<file path="src/rtl/bbs_pkg.sv">
// Shared constants and types for the Bollinger band signal block.
package bbs_pkg;

  // Field widths
  localparam int PRICE_W    = 24;
  localparam int K_W        = 4;
  localparam int QTY_W      = 16;
  localparam int SIG_W      = 2;
  localparam int CFG_IDX_W  = 1;
  localparam int CFG_DATA_W = 16;

  // Default window length
  localparam int WINDOW_DEF = 20;

  // Register reset values
  localparam logic [K_W-1:0]   BAND_K_RST     = 4'd2;
  localparam logic [QTY_W-1:0] ORDER_SIZE_RST = 16'd100;

  // Register indexes
  localparam logic [CFG_IDX_W-1:0] REG_BAND_K     = 1'b0;
  localparam logic [CFG_IDX_W-1:0] REG_ORDER_SIZE = 1'b1;

  // Signal codes
  localparam logic [SIG_W-1:0] SIG_NONE = 2'd0;
  localparam logic [SIG_W-1:0] SIG_BUY  = 2'd1;
  localparam logic [SIG_W-1:0] SIG_SELL = 2'd2;

  // Status from the arithmetic core to the top level
  typedef struct packed {
    logic             busy;
    logic             done;
    logic [SIG_W-1:0] sig;
  } bbs_res_t;

endpackage

</file>
<file path="src/rtl/bollinger_band_signal.sv">
// Bollinger band signal: one mid price in, one signal result out per price.
// The result is registered in CMP, once the output register can take it.
// A new price is taken only while the sequencer is idle: the single shared multiplier
//   works through nine products under the sequencer, and the input stalls meanwhile.
// Reset (rst, synchronous): clears window count, sums, sequencer and output valid;
//   band_k returns to 2 and order_size to 100; the price ring is not cleared.
module bollinger_band_signal #(
  parameter int WINDOW = bbs_pkg::WINDOW_DEF
) (
  input  logic                           clk,
  input  logic                           rst,
  input  logic                           in_valid,
  output logic                           in_stall,
  input  logic [bbs_pkg::PRICE_W-1:0]    tick_price,
  output logic                           out_valid,
  input  logic                           out_stall,
  output logic [bbs_pkg::SIG_W-1:0]      signal,
  output logic [bbs_pkg::PRICE_W-1:0]    order_price,
  output logic [bbs_pkg::QTY_W-1:0]      order_quantity,
  output logic                           window_full,
  input  logic                           write_enable,
  input  logic [bbs_pkg::CFG_IDX_W-1:0]  write_index,
  input  logic [bbs_pkg::CFG_DATA_W-1:0] write_data
);

  logic                        accept;
  logic                        take;
  logic [bbs_pkg::K_W-1:0]     band_k;
  logic [bbs_pkg::QTY_W-1:0]   order_size;
  logic [bbs_pkg::PRICE_W-1:0] price;
  logic [bbs_pkg::PRICE_W-1:0] old_price;
  logic                        full;
  bbs_pkg::bbs_res_t           res;

  assign in_stall = res.busy;
  assign accept   = in_valid && !in_stall;
  assign take     = !out_valid || !out_stall;

  // Configuration registers
  always_ff @(posedge clk) begin
    if (rst) begin
      band_k     <= bbs_pkg::BAND_K_RST;
      order_size <= bbs_pkg::ORDER_SIZE_RST;
    end else if (write_enable) begin
      unique case (write_index)
        bbs_pkg::REG_BAND_K:     band_k     <= write_data[bbs_pkg::K_W-1:0];
        bbs_pkg::REG_ORDER_SIZE: order_size <= write_data[bbs_pkg::QTY_W-1:0];
        default: ;
      endcase
    end
  end

  // Hold the accepted price for the whole computation
  always_ff @(posedge clk) begin
    if (accept) begin
      price <= tick_price;
    end
  end

  bbs_window #(.WINDOW(WINDOW)) u_window (
    .clk       (clk),
    .rst       (rst),
    .push      (accept),
    .price     (tick_price),
    .old_price (old_price),
    .full      (full)
  );

  bbs_core #(.WINDOW(WINDOW)) u_core (
    .clk       (clk),
    .rst       (rst),
    .start     (accept),
    .take      (take),
    .full      (full),
    .band_k    (band_k),
    .price     (price),
    .old_price (old_price),
    .res       (res)
  );

  // Output register
  always_ff @(posedge clk) begin
    if (rst) begin
      out_valid <= 1'b0;
    end else if (res.done) begin
      out_valid <= 1'b1;
    end else if (!out_stall) begin
      out_valid <= 1'b0;
    end
  end

  always_ff @(posedge clk) begin
    if (res.done) begin
      signal         <= res.sig;
      order_price    <= price;
      order_quantity <= (res.sig != bbs_pkg::SIG_NONE) ? order_size : '0;
      window_full    <= full;
    end
  end

  // Checks
  a_busy_after_accept: assert property (@(posedge clk) disable iff (rst)
    accept |=> in_stall)
    else $error("accepted a transfer but not busy");

  a_sig_needs_full: assert property (@(posedge clk) disable iff (rst)
    out_valid && (signal != bbs_pkg::SIG_NONE) |-> window_full)
    else $error("signal before window full");

  a_qty_zero_on_none: assert property (@(posedge clk) disable iff (rst)
    out_valid && (signal == bbs_pkg::SIG_NONE) |-> (order_quantity == '0))
    else $error("quantity without signal");

  a_result_from_core: assert property (@(posedge clk) disable iff (rst)
    $rose(out_valid) |-> $past(res.busy))
    else $error("result without computation");

endmodule

</file>
<file path="src/rtl/bbs_mul.sv">
// Shared unsigned multiplier with registered product.
module bbs_mul #(
  parameter int W = 29
) (
  input  logic           clk,
  input  logic [W-1:0]   a,
  input  logic [W-1:0]   b,
  output logic [2*W-1:0] prod
);

  logic [2*W-1:0] a_x;
  logic [2*W-1:0] b_x;

  assign a_x = (2*W)'(a);
  assign b_x = (2*W)'(b);

  // One product per cycle, registered
  always_ff @(posedge clk) begin
    prod <= a_x * b_x;
  end

endmodule

</file>
<file path="src/rtl/bbs_window.sv">
// Price ring, write pointer and sample count for the band window.
module bbs_window #(
  parameter int WINDOW = bbs_pkg::WINDOW_DEF
) (
  input  logic                       clk,
  input  logic                       rst,
  input  logic                       push,
  input  logic [bbs_pkg::PRICE_W-1:0] price,
  output logic [bbs_pkg::PRICE_W-1:0] old_price,
  output logic                       full
);

  localparam int PTR_W = (WINDOW > 1) ? $clog2(WINDOW) : 1;
  localparam int CNT_W = $clog2(WINDOW + 1);
  localparam logic [PTR_W-1:0] PTR_LAST = PTR_W'(WINDOW - 1);
  localparam logic [CNT_W-1:0] CNT_FULL = CNT_W'(WINDOW);
  localparam logic [CNT_W-1:0] CNT_LAST = CNT_W'(WINDOW - 1);

  logic [bbs_pkg::PRICE_W-1:0] ring [WINDOW];
  logic [PTR_W-1:0]            ptr;
  logic [CNT_W-1:0]            seen;

  // Pointer and count
  always_ff @(posedge clk) begin
    if (rst) begin
      ptr  <= '0;
      seen <= '0;
      full <= 1'b0;
    end else if (push) begin
      ptr  <= (ptr == PTR_LAST) ? '0 : ptr + PTR_W'(1);
      if (seen != CNT_FULL) begin
        seen <= seen + CNT_W'(1);
      end
      full <= (seen == CNT_FULL) || (seen == CNT_LAST);
    end
  end

  // Ring store; evicted price reads as zero until the window has filled
  always_ff @(posedge clk) begin
    if (push) begin
      old_price  <= (seen == CNT_FULL) ? ring[ptr] : '0;
      ring[ptr]  <= price;
    end
  end

endmodule

</file>
<file path="src/rtl/bbs_core.sv">
// Sequencer and accumulators around the shared multiplier for the band test.
module bbs_core #(
  parameter int WINDOW = bbs_pkg::WINDOW_DEF
) (
  input  logic                        clk,
  input  logic                        rst,
  input  logic                        start,
  input  logic                        take,
  input  logic                        full,
  input  logic [bbs_pkg::K_W-1:0]     band_k,
  input  logic [bbs_pkg::PRICE_W-1:0] price,
  input  logic [bbs_pkg::PRICE_W-1:0] old_price,
  output bbs_pkg::bbs_res_t           res
);

  localparam int H    = bbs_pkg::PRICE_W + $clog2(WINDOW);
  localparam int SQ_W = 2 * bbs_pkg::PRICE_W + $clog2(WINDOW);
  localparam int KD_W = 2 * H + 2 * bbs_pkg::K_W;
  localparam logic [H-1:0] N = H'(WINDOW);

  typedef enum logic [3:0] {
    IDLE, SQ_NEW, SQ_OLD, SS, NP, NQ_LO, NQ_HI, MM, KD_LO, KD_HI, KD_ADD, CMP
  } state_t;

  state_t                        state;
  logic [H-1:0]                  s;
  logic [SQ_W-1:0]               q;
  logic [KD_W-1:0]               acc;
  logic [H-1:0]                  np;
  logic [H-1:0]                  m;
  logic [2*H-1:0]                m2;
  logic                          buy;
  logic                          sell;
  logic [2*bbs_pkg::K_W-1:0]     k2;
  logic [H-1:0]                  mul_a;
  logic [H-1:0]                  mul_b;
  logic [2*H-1:0]                prod;
  logic [bbs_pkg::SIG_W-1:0]     sig;

  assign k2 = {{bbs_pkg::K_W{1'b0}}, band_k} * {{bbs_pkg::K_W{1'b0}}, band_k};

  // Operand selection for the shared multiplier
  always_comb begin
    unique case (state)
      SQ_NEW: begin mul_a = H'(price);     mul_b = H'(price);     end
      SQ_OLD: begin mul_a = H'(old_price); mul_b = H'(old_price); end
      SS:     begin mul_a = s;             mul_b = s;             end
      NP:     begin mul_a = N;             mul_b = H'(price);     end
      NQ_LO:  begin mul_a = N;             mul_b = q[H-1:0];      end
      NQ_HI:  begin mul_a = N;             mul_b = H'(q[SQ_W-1:H]); end
      MM:     begin mul_a = m;             mul_b = m;             end
      KD_LO:  begin mul_a = H'(k2);        mul_b = acc[H-1:0];    end
      KD_HI:  begin mul_a = H'(k2);        mul_b = acc[2*H-1:H];  end
      default: begin mul_a = '0;           mul_b = '0;            end
    endcase
  end

  bbs_mul #(.W(H)) u_mul (
    .clk  (clk),
    .a    (mul_a),
    .b    (mul_b),
    .prod (prod)
  );

  // Final decision: |S - N*p|^2 against k^2 * (N*Q - S^2)
  always_comb begin
    if (full && (buy || sell) && (KD_W'(m2) > acc)) begin
      sig = buy ? bbs_pkg::SIG_BUY : bbs_pkg::SIG_SELL;
    end else begin
      sig = bbs_pkg::SIG_NONE;
    end
  end

  assign res.busy = (state != IDLE);
  assign res.done = (state == CMP) && take;
  assign res.sig  = sig;

  // Sequencer; SQ_NEW..KD_HI each issue one product, SQ_OLD..KD_ADD fold in the one before
  always_ff @(posedge clk) begin
    if (rst) begin
      state <= IDLE;
      s     <= '0;
      q     <= '0;
    end else begin
      unique case (state)
        IDLE: begin
          if (start) begin
            state <= SQ_NEW;
          end
        end
        SQ_NEW: begin
          s     <= s - H'(old_price) + H'(price);
          state <= SQ_OLD;
        end
        SQ_OLD: begin
          q     <= q + SQ_W'(prod);
          state <= SS;
        end
        SS: begin
          q     <= q - SQ_W'(prod);
          state <= NP;
        end
        NP: begin
          acc   <= '0 - KD_W'(prod);
          state <= NQ_LO;
        end
        NQ_LO: begin
          np    <= prod[H-1:0];
          state <= NQ_HI;
        end
        NQ_HI: begin
          acc   <= acc + KD_W'(prod);
          buy   <= (s > np);
          sell  <= (np > s);
          m     <= (s > np) ? s - np : np - s;
          state <= MM;
        end
        MM: begin
          acc   <= acc + (KD_W'(prod) << H);
          state <= KD_LO;
        end
        KD_LO: begin
          m2    <= prod;
          state <= KD_HI;
        end
        KD_HI: begin
          acc   <= KD_W'(prod);
          state <= KD_ADD;
        end
        KD_ADD: begin
          acc   <= acc + (KD_W'(prod) << H);
          state <= CMP;
        end
        CMP: begin
          if (take) begin
            state <= IDLE;
          end
        end
        default: state <= IDLE;
      endcase
    end
  end

  // Checks on the sequencer
  a_start_idle: assert property (@(posedge clk) disable iff (rst)
    start |-> (state == IDLE))
    else $error("start outside idle");

  a_start_runs: assert property (@(posedge clk) disable iff (rst)
    start |=> (state == SQ_NEW))
    else $error("sequencer did not start");

  a_sig_needs_side: assert property (@(posedge clk) disable iff (rst)
    (state == CMP) && (sig != bbs_pkg::SIG_NONE) |-> (buy != sell))
    else $error("signal without a side");

endmodule
</file>
<file path="config.mk">
export PLATFORM = sky130hd
export DESIGN_NAME = bollinger_band_signal
export DESIGN_NICKNAME = d
export VERILOG_FILES = /design/src/rtl/bbs_pkg.sv /design/src/rtl/bollinger_band_signal.sv /design/src/rtl/bbs_mul.sv /design/src/rtl/bbs_window.sv /design/src/rtl/bbs_core.sv
export SDC_FILE = /design/constraint.sdc
export NUM_CORES = 2
export LEC_CHECK = 0
export BUFFER_PORTS_ARGS = -buffer_cell sky130_fd_sc_hd__buf_4
export CORE_MARGIN = 1
export CORE_UTILIZATION = 50
export CTS_CLUSTER_SIZE = 14
export DETAILED_ROUTE_END_ITERATION = 12
export PLACE_DENSITY = 0.69
export SLEW_MARGIN = 20
export SYNTH_ARGS = -nofsm -noshare
export SYNTH_HDL_FRONTEND = slang
export SYNTH_SLANG_ARGS = --single-unit
</file>
<file path="constraint.sdc">
create_clock -name clk -period 20.3 [get_ports clk]
set_clock_uncertainty 0.15 [all_clocks]
set_input_delay 2.03 -clock clk [delete_from_list [all_inputs] [get_ports clk]]
set_output_delay 2.03 -clock clk [all_outputs]
set_load 0.03 [all_outputs]
</file>
==> summary.md <==
| Metric | Value |
|---|---|
| Max Cap Viol | `0` |
| Worst vdd ir | `93.6 uV` |
| Critical setup path kind | `reg2reg` |
| Worst r2r src | `u_core.state[1]` |
| Cell area power density | `120 nW/um^2` |
| Synth cell types | `103` |
| Final non-filler cell area | `85600 sq um` |
| Most common flop cell mapped by yosys | `edfxtp_1` |
| Placed cells | `9726` |
| Commonest cells after routing, fill and taps aside | `inv_1, nand2_1, edfxtp_1` |
| Hold Crit Start | `order_size[14]` |
| Leak | `37.4 nW` |
| CP startpoint | `u_core.state[1]` |
| Status | `finished, final reports clean` |
| CP max stage delay | `0.85 ns` |
| Multi-input gate area | `47000 sq um` |
| I/O Buffers | `90` |
| Total GRT Usage | `33.6%` |
| Unrepaired setup endpoints after global routing | `false` |
| Most common cell on crit path | `fa_1` |
| Fmax | `88.1 MHz` |
| Initial core utilization | `50.3%` |
| Core Area | `156000 sq um` |
| FILL cells | `13600` |
| CTS tree | `yes` |
| Post-placement cell area | `82000 sq um` |
| Root Driver | `clkbuf_16` |
| Congestion Overflow GR | `0` |
| Slowest-stage cell, CP | `dfxtp_1` |
| Crit path max-delay family | `adder cells` |
| Die width | `399 microns` |
| Post-CTS Resized | `0` |
| Worst-path fanout max | `49` |
| Final Max Tran Viols | `0` |
| Vias in the first global route | `60800` |
| CP Buf/Inv Count | `7` |
| Die height | `399 microns` |
| Hpwl dp | `198 mm` |
| Register area | `26200 sq um` |
| Pre-antenna DRT Iters | `9` |
| DRT Wirelength | `266 mm` |
| Vias | `61200` |
| DR DRC count | `0` |
| ANT nets after route | `0` |
| Finished Layout Cells | `9921` |
| Slew of the pin with the lowest slew margin | `1.32 ns` |
| Period utilisation layout | `55.9%` |
| Via-to-Cell Ratio | `6.17` |
| Final GP Congestion | `1.04` |
| Total power draw | `10.3 mW` |
| Worst EP required | `20.83 ns` |
| Worst setup SP type | `flop` |
| Synth warn | `0` |
| Final setup viols | `0` |
| Initial drt markers | `6917` |
| Post-synthesis async set-or-reset flop share | `0%` |
| Layout area overhead | `8.78%` |
| Yosys reg bits | `931` |
| Post-Synthesis Cell Area | `78600 sq um` |
| Crit end category | `flop` |
| Critical Path AT | `11.87 ns` |
| Fin Hold WS | `0.301 ns` |
| Initial antenna violation count | `5` |
| Post-Syn Nets | `9112` |
| Clock sink count | `931` |
| I/O pin cnt | `91` |
| Post-synth EDFFs | `755` |
| First-pass GRT wire length | `393 mm` |
| Relative slew slack | `10.8%` |
| Clk_lat worst skew | `0.78 ns` |
| Final hold vios | `0` |
| Commonest non-fill, non-tap cell in the layout | `inv_1` |
| Row Count | `145` |
| Syn Inst Count | `7765` |
| Num CTS Buffers | `101` |
| Die ar. | `159000 sq um` |
| CTS Hold Bufs | `0` |
| WL/cell | `26.9 microns` |
| H-tree depth | `3` |
| Setup tns final | `0 ns` |
| Min cycle time layout | `11.35 ns` |
| Layout cells sized above 1 | `8.63%` |
| Setup bufs post-CTS | `0` |
| HP Class | `reg2reg` |
| Clock-pin slew on the worst setup and hold paths | `0.06 ns` |
| Largest net degree at the start of global routing | `65` |
| Layout net count | `9118` |
| Avg Inst Size Synth | `10.1 sq um` |
| Clock buffer depth | `3` |
| Sequential share of the synthesized area | `33.3%` |
## state kept, by name, indices dropped and copies added, names as in the netlist, 29 cells and up
signal / cells
u_core.acc: 66
u_core.s: 29
u_core.u_mul.prod: 58
u_core.q: 53
u_core.np: 29
u_core.m: 29
u_window.ring: 480
u_core.m2: 58
## logic make-up (layout without fill, tap and decap cells)
logic type,Yosys count,after routing,synth area share [%]
flops,931,931,33.3
mux,183,183,4.27
other cells,0,4,0
buf+inv,1505,1599,7.29
compound gates,1502,1502,12.3
fa+ha+maj,1301,1301,27.9
xor+xnor,322,322,3.59
simple gates,2021,2021,11.3
## per-layer routing
| metal | global-route usage (%) | vias to the layer above | share of wire (%) |
|---|---|---|---|
| met4 | 18.5 | 4 | 6.6 |
| li1 | - | 26400 | - |
| met2 | 51.1 | 3558 | 44 |
| met3 | 9.03 | 781 | 11 |
| met1 | 43.8 | 30400 | 38 |
| met5 | 0 | - | 0.0094 |
## area by class of cell
type,instances,area share [%]
repair buffers,260,2.28
clock inverters,65,0.967
diodes,4,0.0117
inverters,1148,5.04
well taps,2058,3.01
multi-input cells,5329,54.9
flip-flops and latches,931,30.6
clock buffers,126,3.15
## report_power, final
group | total, mW | internal (mW) | switching, mW
clock | 1.95 | 1.11 | 0.846
sequential | 2.54 | 2.28 | 0.255
combinational | 5.81 | 2.08 | 3.73
## worst register-to-register path: cells and delay by family (launching register included)
family / cells / cell delay (ns)
adder cells (fa/ha/maj): 9 / 4.36
AO/OA/AOI/OAI: 12 / 3.69
buffers and inverters: 7 / 1.22
AND/OR/NAND/NOR: 4 / 0.87
flip-flops: 1 / 0.85
XOR/XNOR: 1 / 0.13
## metrics by stage
| stage | utilization (%) | setup WS, ns |
|---|---|---|
| 6_report | 54.8 | 8.95 |
| 5_1_grt | 54.8 | 8.71 |
| 4_1_cts | 54.8 | 9.35 |
| 3_5_place_dp | 52.5 | 9.41 |
| 3_3_place_gp | 52.5 | 9.49 |
| 2_1_floorplan | - | 10.99 |
## path summary, 6_finish.rpt
| check | slack (ns) | to | cells after the start |
|---|---|---|---|
| setup / recovery | 8.95 | u_core.u_mul.prod[57] | 33 |
| setup reg to reg | 8.95 | u_core.u_mul.prod[57] | 33 |
| hold / removal | 0.30 | order_size[14] | 2 |
| hold reg to reg | 0.30 | order_size[14] | 2 |
## cells in the mapped netlist (28+ instances only)
master,count,share of area [%]
a211oi_1,62,0.59
nand2_1,1018,4.9
xnor2_1,216,2.4
nand4_1,85,0.68
and2_1,57,0.45
a221oi_1,38,0.42
and3_1,36,0.29
fa_1,754,19
o21ai_0,264,1.7
mux4_2,120,3.4
nand3_1,69,0.44
buf_2,36,0.23
dfxtp_1,176,4.5
ha_1,547,8.7
nor3_1,71,0.45
a21o_1,169,1.6
a211o_1,39,0.43
nor2b_1,51,0.41
a22oi_1,66,0.63
a31oi_1,42,0.33
xor2_1,106,1.2
nor2_1,474,2.3
a21oi_1,500,3.2
o21bai_1,55,0.53
edfxtp_1,755,29
or3_1,28,0.22
mux2i_1,45,0.57
o211ai_1,33,0.32
clkbuf_1,286,1.4
inv_1,1145,5.5
o21a_1,38,0.36
nand2b_1,37,0.29
No activity file was read; power rests on OpenSTA's default activity.
